File: src/smm_pkg.sv
// ----------------------------------------------------------------------------
// smm_pkg
// shared widths, command codes and datapath tag type of the matrix multiplier
// ----------------------------------------------------------------------------
`default_nettype none

package smm_pkg;

    localparam int DIM_DEFAULT = 8;

    localparam int CMD_W   = 2;
    localparam int IDX_W   = 3;
    localparam int VALUE_W = 16;
    localparam int PROD_W  = 38;

    localparam int IN_DATA_W  = CMD_W + 2 * IDX_W + VALUE_W;
    localparam int OUT_USED_W = 2 * IDX_W + PROD_W;
    localparam int OUT_DATA_W = ((OUT_USED_W + 7) / 8) * 8;

    localparam logic [CMD_W-1:0] CMD_WR_A = 2'd0;
    localparam logic [CMD_W-1:0] CMD_WR_B = 2'd1;
    localparam logic [CMD_W-1:0] CMD_ROW  = 2'd2;

    // travels beside each multiply-accumulate operand pair
    typedef struct packed {
        logic valid;
        logic last;
    } t_mac_tag;

endpackage

`default_nettype wire

File: src/square_matrix_multiply.sv
// ----------------------------------------------------------------------------
// square_matrix_multiply
// DIM x DIM signed matrix product, one product row per compute command
// ----------------------------------------------------------------------------
// Write commands (cmd 0 for A, cmd 1 for B) store one 16-bit element. A
// compute command (cmd 2) streams the DIM elements of one product row in
// column order, the last one flagged on tlast; it runs DIM*DIM
// multiply-accumulate steps through a single shared multiplier fed from the
// two element memories, one step per cycle while the output side keeps up,
// through read, multiply and accumulate stages. Output stalls hold the whole
// datapath. No new command is taken while a row is being computed; one is
// taken while the final result still waits on the output. Writes with a row
// or column index not below DIM, computes with a row index not below DIM,
// and cmd 3, are dropped without a result. Elements read before they were
// ever written return unspecified values.
// ----------------------------------------------------------------------------
`default_nettype none

module square_matrix_multiply
    import smm_pkg::*;
#(
    parameter int DIM = DIM_DEFAULT
) (
    input  wire logic                  i_clk,
    input  wire logic                  i_rst_n,
    input  wire logic                  s_axis_tvalid,
    output logic                       s_axis_tready,
    // cmd[1:0], row[4:2], col[7:5], value[23:8]
    input  wire logic [IN_DATA_W-1:0]  s_axis_tdata,
    output logic                       m_axis_tvalid,
    input  wire logic                  m_axis_tready,
    // out_row[2:0], out_col[5:3], product[43:6], zero fill[47:44]
    output logic [OUT_DATA_W-1:0]      m_axis_tdata,
    output logic                       m_axis_tlast
);

    localparam int DEPTH  = DIM * DIM;
    localparam int ADDR_W = (DEPTH > 1) ? $clog2(DEPTH) : 1;
    localparam int K_W    = (DIM > 1) ? $clog2(DIM) : 1;

    // input fields
    logic [CMD_W-1:0]          in_cmd;
    logic [IDX_W-1:0]          in_row;
    logic [IDX_W-1:0]          in_col;
    logic signed [VALUE_W-1:0] in_value;
    logic                      in_acc;
    logic                      row_ok;
    logic                      col_ok;
    logic [ADDR_W-1:0]         wr_addr;

    // sequencer
    logic             r_issue;
    logic [IDX_W-1:0] r_row;
    logic [K_W-1:0]   r_j;
    logic [K_W-1:0]   r_k;
    logic             k_end;
    logic             j_end;
    logic             adv;

    // memories and read stage
    logic signed [VALUE_W-1:0] r_mem_a [DEPTH];
    logic signed [VALUE_W-1:0] r_mem_b [DEPTH];
    logic signed [VALUE_W-1:0] r_a_q;
    logic signed [VALUE_W-1:0] r_b_q;
    logic [ADDR_W-1:0]         rd_addr_a;
    logic [ADDR_W-1:0]         rd_addr_b;
    t_mac_tag                  r_rd_tag;
    t_mac_tag                  rd_tag_n;
    logic [K_W-1:0]            r_rd_col;
    logic [K_W-1:0]            r_mul_col;

    // accumulator side
    t_mac_tag                  mac_tag;
    logic signed [PROD_W-1:0]  mac_sum;
    logic                      elem_done;

    // output register
    logic                      r_out_v;
    logic [IDX_W-1:0]          r_out_row;
    logic [IDX_W-1:0]          r_out_col;
    logic signed [PROD_W-1:0]  r_out_prod;
    logic                      r_out_last;

    assign in_cmd   = s_axis_tdata[CMD_W-1:0];
    assign in_row   = s_axis_tdata[CMD_W +: IDX_W];
    assign in_col   = s_axis_tdata[CMD_W+IDX_W +: IDX_W];
    assign in_value = s_axis_tdata[CMD_W+2*IDX_W +: VALUE_W];

    assign in_acc  = s_axis_tvalid && s_axis_tready;
    assign row_ok  = 32'(in_row) < 32'(DIM);
    assign col_ok  = 32'(in_col) < 32'(DIM);
    assign wr_addr = ADDR_W'(32'(in_row) * 32'(DIM) + 32'(in_col));

    // whole datapath moves only when the output register can take a result
    assign adv = !r_out_v || m_axis_tready;

    assign s_axis_tready = !r_issue && !r_rd_tag.valid && !mac_tag.valid;

    assign k_end = r_k == K_W'(DIM - 1);
    assign j_end = r_j == K_W'(DIM - 1);

    always_ff @(posedge i_clk) begin
        if (!i_rst_n) begin
            r_issue <= 1'b0;
            r_j     <= '0;
            r_k     <= '0;
        end else if (in_acc) begin
            if (in_cmd == CMD_ROW && row_ok) begin
                r_issue <= 1'b1;
                r_j     <= '0;
                r_k     <= '0;
            end
        end else if (adv && r_issue) begin
            if (k_end) begin
                r_k <= '0;
                if (j_end) begin
                    r_issue <= 1'b0;
                end else begin
                    r_j <= r_j + 1'b1;
                end
            end else begin
                r_k <= r_k + 1'b1;
            end
        end
    end

    always_ff @(posedge i_clk) begin
        if (in_acc && in_cmd == CMD_ROW) begin
            r_row <= in_row;
        end
    end

    always_ff @(posedge i_clk) begin
        if (in_acc && row_ok && col_ok) begin
            if (in_cmd == CMD_WR_A) begin
                r_mem_a[wr_addr] <= in_value;
            end
            if (in_cmd == CMD_WR_B) begin
                r_mem_b[wr_addr] <= in_value;
            end
        end
    end

    // A row-major along k, B down column j
    assign rd_addr_a = ADDR_W'(32'(r_row) * 32'(DIM) + 32'(r_k));
    assign rd_addr_b = ADDR_W'(32'(r_k) * 32'(DIM) + 32'(r_j));

    always_ff @(posedge i_clk) begin
        if (adv) begin
            r_a_q <= r_mem_a[rd_addr_a];
            r_b_q <= r_mem_b[rd_addr_b];
        end
    end

    always_comb begin
        rd_tag_n.valid = r_issue;
        rd_tag_n.last  = k_end;
    end

    always_ff @(posedge i_clk) begin
        if (!i_rst_n) begin
            r_rd_tag <= '0;
        end else if (adv) begin
            r_rd_tag <= rd_tag_n;
        end
    end

    always_ff @(posedge i_clk) begin
        if (adv) begin
            r_rd_col  <= r_j;
            r_mul_col <= r_rd_col;
        end
    end

    smm_mac u_mac (
        .i_clk   (i_clk),
        .i_rst_n (i_rst_n),
        .i_adv   (adv),
        .i_tag   (r_rd_tag),
        .i_a     (r_a_q),
        .i_b     (r_b_q),
        .o_tag   (mac_tag),
        .o_sum   (mac_sum)
    );

    assign elem_done = adv && mac_tag.valid && mac_tag.last;

    always_ff @(posedge i_clk) begin
        if (!i_rst_n) begin
            r_out_v <= 1'b0;
        end else if (elem_done) begin
            r_out_v <= 1'b1;
        end else if (m_axis_tready) begin
            r_out_v <= 1'b0;
        end
    end

    // row is held with the item, a new command may arrive while it waits
    always_ff @(posedge i_clk) begin
        if (elem_done) begin
            r_out_row  <= r_row;
            r_out_col  <= IDX_W'(r_mul_col);
            r_out_prod <= mac_sum;
            r_out_last <= r_mul_col == K_W'(DIM - 1);
        end
    end

    assign m_axis_tvalid = r_out_v;
    assign m_axis_tlast  = r_out_last;
    assign m_axis_tdata  = {(OUT_DATA_W - OUT_USED_W)'(0), r_out_prod, r_out_col, r_out_row};

endmodule

`default_nettype wire

File: src/smm_mac.sv
// ----------------------------------------------------------------------------
// smm_mac
// shared signed multiplier and accumulator, one operand pair per cycle while i_adv is high
// ----------------------------------------------------------------------------
`default_nettype none

module smm_mac
    import smm_pkg::*;
(
    input  wire logic                      i_clk,
    input  wire logic                      i_rst_n,
    input  wire logic                      i_adv,
    input  wire t_mac_tag                  i_tag,
    input  wire logic signed [VALUE_W-1:0] i_a,
    input  wire logic signed [VALUE_W-1:0] i_b,
    output t_mac_tag                       o_tag,
    output logic signed [PROD_W-1:0]       o_sum
);

    localparam int MUL_W = 2 * VALUE_W;

    logic signed [MUL_W-1:0]  r_mul;
    t_mac_tag                 r_tag;
    logic signed [PROD_W-1:0] r_acc;
    logic signed [PROD_W-1:0] mul_ext;

    always_ff @(posedge i_clk) begin
        if (i_adv) begin
            r_mul <= i_a * i_b;
        end
    end

    always_ff @(posedge i_clk) begin
        if (!i_rst_n) begin
            r_tag <= '0;
            r_acc <= '0;
        end else if (i_adv) begin
            r_tag <= i_tag;
            if (r_tag.valid) begin
                // restart the sum after the final term of an element
                r_acc <= r_tag.last ? '0 : o_sum;
            end
        end
    end

    assign mul_ext = {{(PROD_W - MUL_W){r_mul[MUL_W-1]}}, r_mul};
    assign o_sum   = r_acc + mul_ext;
    assign o_tag   = r_tag;

endmodule

`default_nettype wire

File: config.mk
export PLATFORM = sky130hd
export DESIGN_NAME = square_matrix_multiply
export DESIGN_NICKNAME = d
export VERILOG_FILES = /design/src/smm_pkg.sv /design/src/square_matrix_multiply.sv /design/src/smm_mac.sv
export SDC_FILE = /design/constraint.sdc
export NUM_CORES = 2
export LEC_CHECK = 0
export BUFFER_PORTS_ARGS = -buffer_cell sky130_fd_sc_hd__buf_2
export CAP_MARGIN = 0
export CORE_MARGIN = 5
export CORE_UTILIZATION = 40
export CTS_CLUSTER_DIAMETER = 30
export DETAILED_ROUTE_END_ITERATION = 12
export GPL_TIMING_DRIVEN = 0
export PLACE_DENSITY_LB_ADDON = 0.05
export SLEW_MARGIN = 20
export SYNTH_ARGS = -nofsm -noshare
export SYNTH_HDL_FRONTEND = slang
export SYNTH_HIERARCHICAL = 1
export SYNTH_SLANG_ARGS = --single-unit
File: constraint.sdc
create_clock -name i_clk -period 6.4 [get_ports i_clk]
set_input_delay 0 -clock i_clk [delete_from_list [all_inputs] [get_ports i_clk]]
set_output_delay 0 -clock i_clk [all_outputs]
set_load 0.005 [all_outputs]
After elaboration in Yosys (flattened, before gate mapping)
Memory sizes are Yosys's and may differ from the RTL's. A register that Yosys moved wholly into a read port is not among the register bits.
Index checks and enable logic that the tools add are counted.
- register bits after elaboration: 136
- memory bits (writable): 2048
- output and inout bits: 51
- word-level logic and storage cells: 76
- memories: 2
- memory list (name ; depth ; width ; read ports ; clocked after Yosys merged registers in ; write ports ; line ; text):
    r_mem_a ; 64 ; 16 ; 1 ; 1 ; 1 ; square_matrix_multiply.sv:61 ; logic signed [VALUE_W-1:0] r_mem_a [DEPTH];
    r_mem_b ; 64 ; 16 ; 1 ; 1 ; 1 ; square_matrix_multiply.sv:62 ; logic signed [VALUE_W-1:0] r_mem_b [DEPTH];
- add/subtract/negate cells: 6
- $mul: 1
- equality and inequality tests: 7
- muxes and demuxes: 22
- reductions and logical operators: 21
- operator list (kind ; number):
    38-bit by 32-bit adder with 38-bit output ; 1
    38-bit 2-to-1 mux ; 1
    16-bit by 16-bit multiplier with 32-bit output ; 1
    3-bit 2-to-1 mux ; 8
    6-bit by 3-bit adder with 6-bit output ; 3
    1-bit 2-to-1 mux ; 13
    3-bit equality test, second input constant ; 3
    4-bit AND reduction ; 2
    2-bit nonzero test ; 4
    1-bit logical AND ; 7
    3-bit by 1-bit adder with 3-bit output, second input constant ; 2
    1-bit logical NOT ; 4
    2-bit AND reduction ; 2
    2-bit by 1-bit equality test with 1-bit output, second input constant ; 1
    2-bit equality test, second input constant ; 1
    2-bit logical NOT ; 1
    2-bit by 1-bit != test with 1-bit output, second input constant ; 1
    2-bit != test, second input constant ; 1
    1-bit logical OR ; 1

Longest topological paths before layout
- depth in word-level cells: 6
- gate-level depth with buffers: 24
- depth with buffers taken out: 22

By module
The synthesis kept the hierarchy.
- by module, submodules not included (module ; times used ; cells an instance ; area an instance (um2) ; seq. area each (um2)):
    square_matrix_multiply ; 1 ; 3603 ; 81534.4 ; 64281.7
    smm_mac ; 1 ; 1544 ; 14300.0 ; 1761.7

Worst setup path before layout
No wires, ideal clock.
- path type: reg2reg
- start point: register r_a_q[15] (read register of r_mem_a)
- end point: register u_mac.r_mul[31] (data pin)
- library setup time: 260 ps
- arrival: 6078 ps
- path slack: 63 ps
- cell stages (with the launch flop): 22
- path buffers: 1
- path through: edfxtp_1 > clkbuf_1 > nand2_1 > inv_1 > fa_1 > fa_1 > fa_1 > fa_1 > fa_1 > inv_1 > fa_1 > inv_1 > ha_1 > a21o_1 > a21o_1 > a21o_1 > or4_1 > o21ai_1 > o211ai_1 > a31o_2 > a21oi_1 > xnor2_1
- longest elaborated chain between the ends: 1
- RTL lines (what ; line ; text):
    start: declaration ; square_matrix_multiply.sv:63 ; logic signed [VALUE_W-1:0] r_a_q;
    16-bit by 16-bit multiplier with 32-bit output ; smm_mac.sv:29 ; r_mul <= i_a * i_b;
    end signal: assignment ; smm_mac.sv:29 ;
    end: declaration ; smm_mac.sv:22 ; logic signed [MUL_W-1:0] r_mul;
No other way between the ends.
A chain may end at the register's enable or synchronous reset.

Worst setup path in the final report
- start point: register r_a_q[5] (read register of r_mem_a)
- end point: register u_mac.r_mul[31] (data pin)
The elaborated chain is that of the path after synthesis.

==> impl_metrics.ini <==
[synthesis]
synthXorXnorAreaFrac_pct = 0.6032
seq_area_frac_synth_pct = 68.91
muxShareOfSynthArea_pct = 12.54
synth-async-reset-ratio_pct = 0
synth_cells = 5147
ys_top_cells_by_area = edfxtp_1 68%, mux4_2 11%, fa_1 5.5%
netlist.top_cell.by_area = edfxtp_1
yosysUniqueCellTypes = 94
synth.avg_cell_area_um2 = 18.62
synthSimpleGateAreaFrac_pct = 4.056
synth_top_area_share_pct = 67.87
ys_ff_latch = 2216
synth_compound_area_share_pct = 4.051
synth_flop_cell = edfxtp_1
yosysWarnings = 6
synthAdderAreaFrac_pct = 7.100
synth_top_family_by_area = multiplexers
synthMostInstantiatedCell = edfxtp_1
synth-edff-count = 2166
syn_area_mm2 = 0.09583
synth_common_cells = 2,166 x edfxtp_1, 476 x mux4_2, 300 x inv_1, 263 x fa_1, 240 x nor2_1

[pwr]
power_switching_w = 0.01451
p_clk_share_pct = 45.3
swShare_pct = 27.35
p_int_w = 0.03854
ir_drop_mv = 0.6206
combPwrFrac_pct = 23.1
powerDensity_mw_per_mm2 = 442.3
leakage_nw = 40.82
finalPower_w = 0.05304
p_seq_share_pct = 31.7

[critical_path]
crit_fanout = 10
ff2ff_setup_slack_ns = -0.03
r2r_cells = 21
crit_required_ns = 7.04
crit_path_end_kind = flip-flop
crit_type = flip-flop to flip-flop
max_stage_delay_ns = 0.61
cp-start-kind = flip-flop
reg2reg_from = r_a_q[5]$_DFFE_PN_
worstPathCellList = buf_4 > buf_4 > nor2_1 > fa_1 > fa_1 > fa_2 > fa_1 > fa_1 > inv_1 > fa_1 > inv_2 > ha_4 > a21o_1 > a21o_1 > a21o_1 > or4_4 > o21ai_4 > o211ai_1 > a31o_2 > a21oi_2 > xnor2_2
r2r-end = u_mac/r_mul[31]$_DFFE_PP_
cp_slowest_cell = fa_2
path_common_cell = fa_1
crit_start = r_a_q[5]$_DFFE_PN_
worstPathArrival_ns = 7.07

[grt]
grt_max_degree = 97
use_met3_pct = 4.421
met1_usage_pct = 32.52
overflow = 0
grt_pass1_vias = 54600
grt_antenna_before_repair = 22
busiest_layer = met2
grt_usage_pct = 23.24
grt_pass1_wl_um = 412600
grtUsageMet2_pct = 36.86

[route]
vias_per_cell = 5.500
drc = 0
wl_um = 291800
drt-initial-drc-count = 4757
antenna_violating_nets_post_route = 0
via_count = 52130
wire_per_inst_um = 30.78
dr.pass1.iters = 6

[sta]
setup_viol = 1
rsz0062_at_grt = true
slew_violations = 0
slew_headroom_pct = 24.29
final.min_clock_period_ns = 6.426
post-route-period-util_pct = 100.4
fin_ws_ns = -0.02564
max_freq_mhz = 155.6
hold_ws_ns = 0.05464
hold_violations = 0
worst_pin_slew_ns = 1.136
fin_skew_ns = 0.08782

[placement]
portBuffers = 71
dp_hpwl_um = 196500
pre_cts_ws_ns = -1.053
gp_congestion = 0.8779

[worst_hold_path]
hp-class = input port to flip-flop
whs_endpoint = r_mem_b[12][8]$_DFFE_PP_
worstHoldPathCells = 2
min_from = s_axis_tdata[16]

[cts]
cts_tree = done
clkTransAtPathRegs_ns = 0.04
cts-root-buf = clkbuf_16
cts-buffers-inserted = 477
clock_latency_ns = 1.00
cts_sinks = 2216
clockBufferDepth = 4
htreeDepth = 5

[floorplan]
ios = 79
std_cell_rows = 179
dieHeight_um = 499.5
core_area_mm2 = 0.2381
fp.dieW_um = 499.5
die_area_mm2 = 0.2495
initial_core_util_pct = 40.25

[cells_and_area]
drive_above_1_share_pct = 30.04
fillers = 19530
area_growth_pct = 25.13
nets = 6331

[job]
max_cap_viol_count = 0

[run_status]
failed_checks = negative setup slack
status = finished with violations
==> sequential cells by signal, indices dropped and copies added (netlist names), 16 cells and up <==
register	count
r_out_prod	38
r_a_q	16
u_mac/r_mul	32
u_mac/r_acc	38
r_mem_b	1024
r_mem_a	1024
r_b_q	16
==> critical path: cells and delay by family (launching register included) <==
| family | cells | cell delay (ns) |
|---|---|---|
| buffers and inverters | 4 | 0.46 |
| xor gates and xnor gates | 1 | 0.11 |
| DFF | 1 | 0.40 |
| adders and majority gates | 7 | 3.20 |
| and+or+nand+nor | 2 | 0.62 |
| AOI/OAI and AO/OA | 7 | 1.31 |
==> cells in the final DEF, fill, tap and decap left out, types with 83 or more instances in the layout <==
cell and instances:
buf_6 83, buf_2 148, inv_1 296, clkbuf_16 483
fa_1 253, mux4_2 476, ha_1 114, nor2_1 111
edfxtp_1 2166, buf_4 96, and2_1 138, a21oi_1 89
nand2_1 196, o22ai_1 95, clkbuf_1 130
==> metal layers <==
metal | up-vias | part of all wire, %
met3 | 496 | 5.9
met2 | 1746 | 47
met5 | - | 0.0048
met1 | 27820 | 44
li1 | 22070 | -
met4 | 2 | 3.6
==> cells by family (layout without fill, tap and decap cells) <==
family / Yosys count / count (layout)
XOR/XNOR: 66 / 66
flip-flops: 2216 / 2216
multiplexers: 579 / 579
adder cells (fa/ha/maj): 386 / 386
AO/OA/AOI/OAI: 553 / 553
buffers and inverters: 565 / 1717
AND/OR/NAND/NOR: 781 / 781
other: 1 / 14
==> area by class of cell <==
type	instances	area, um^2	area share, %
diodes	10	25.02	0.02087
plain buffers	263	1654	1.379
clock buffers	561	12450	10.38
clock inverters	303	3418	2.850
inverters	300	1129	0.9411
multi-input cells	2369	27980	23.33
flip-flops and latches	2216	66040	55.07
well taps	3167	3963	3.304
repair buffers	290	3261	2.719
==> power groups by stage <==
stage / logic, W / clock network, W / registers [W]
CTS: 0.0119 / 0.0243 / 0.0168
floorplan: 0.00816 / 0 / 0.0170
global route: 0.0138 / 0.0252 / 0.0168
global placement: 0.0109 / 0 / 0.0171
finish: 0.0122 / 0.0240 / 0.0168
detailed placement: 0.0111 / 0 / 0.0171
==> how the worst max path moves through the flow <==
| stage | end | cells after the start |
|---|---|---|
| 6_report | u_mac/r_mul[31]$_DFFE_PP_ | 21 |
| 5_1_grt | u_mac/r_mul[30]$_DFFE_PP_ | 25 |
| 4_1_cts | u_mac/r_mul[30]$_DFFE_PP_ | 25 |
| 3_5_place_dp | u_mac/r_mul[30]$_DFFE_PP_ | 24 |
| 3_3_place_gp | r_out_prod[29]$_DFFE_PP_ | 3 |
| 2_1_floorplan | u_mac/r_mul[31]$_DFFE_PP_ | 21 |
==> repair_timing <==
item,4_1_cts,5_1_grt
cloned,1,0
buffers inserted,42,20
pin swaps,16,21
setup endpoints to repair,15,10
resized for setup,84,63
endpoints found under the hold margin,2105,0
hold buffers,50,0
==> per-stage QoR <==
stage	std cells	cell area [um^2]	setup TNS, ns	util [%]
after CTS	9451	119600	-0.3599	50.23
after global routing	9472	119900	-0.5097	50.36
after detailed placement	8494	102600	-7.478	43.11
after floorplan	5150	95850	0	-
after global placement	8388	100200	-58.92	42.07
final	9479	119900	-0.02564	50.37
Power figures use the tool's default switching activity.
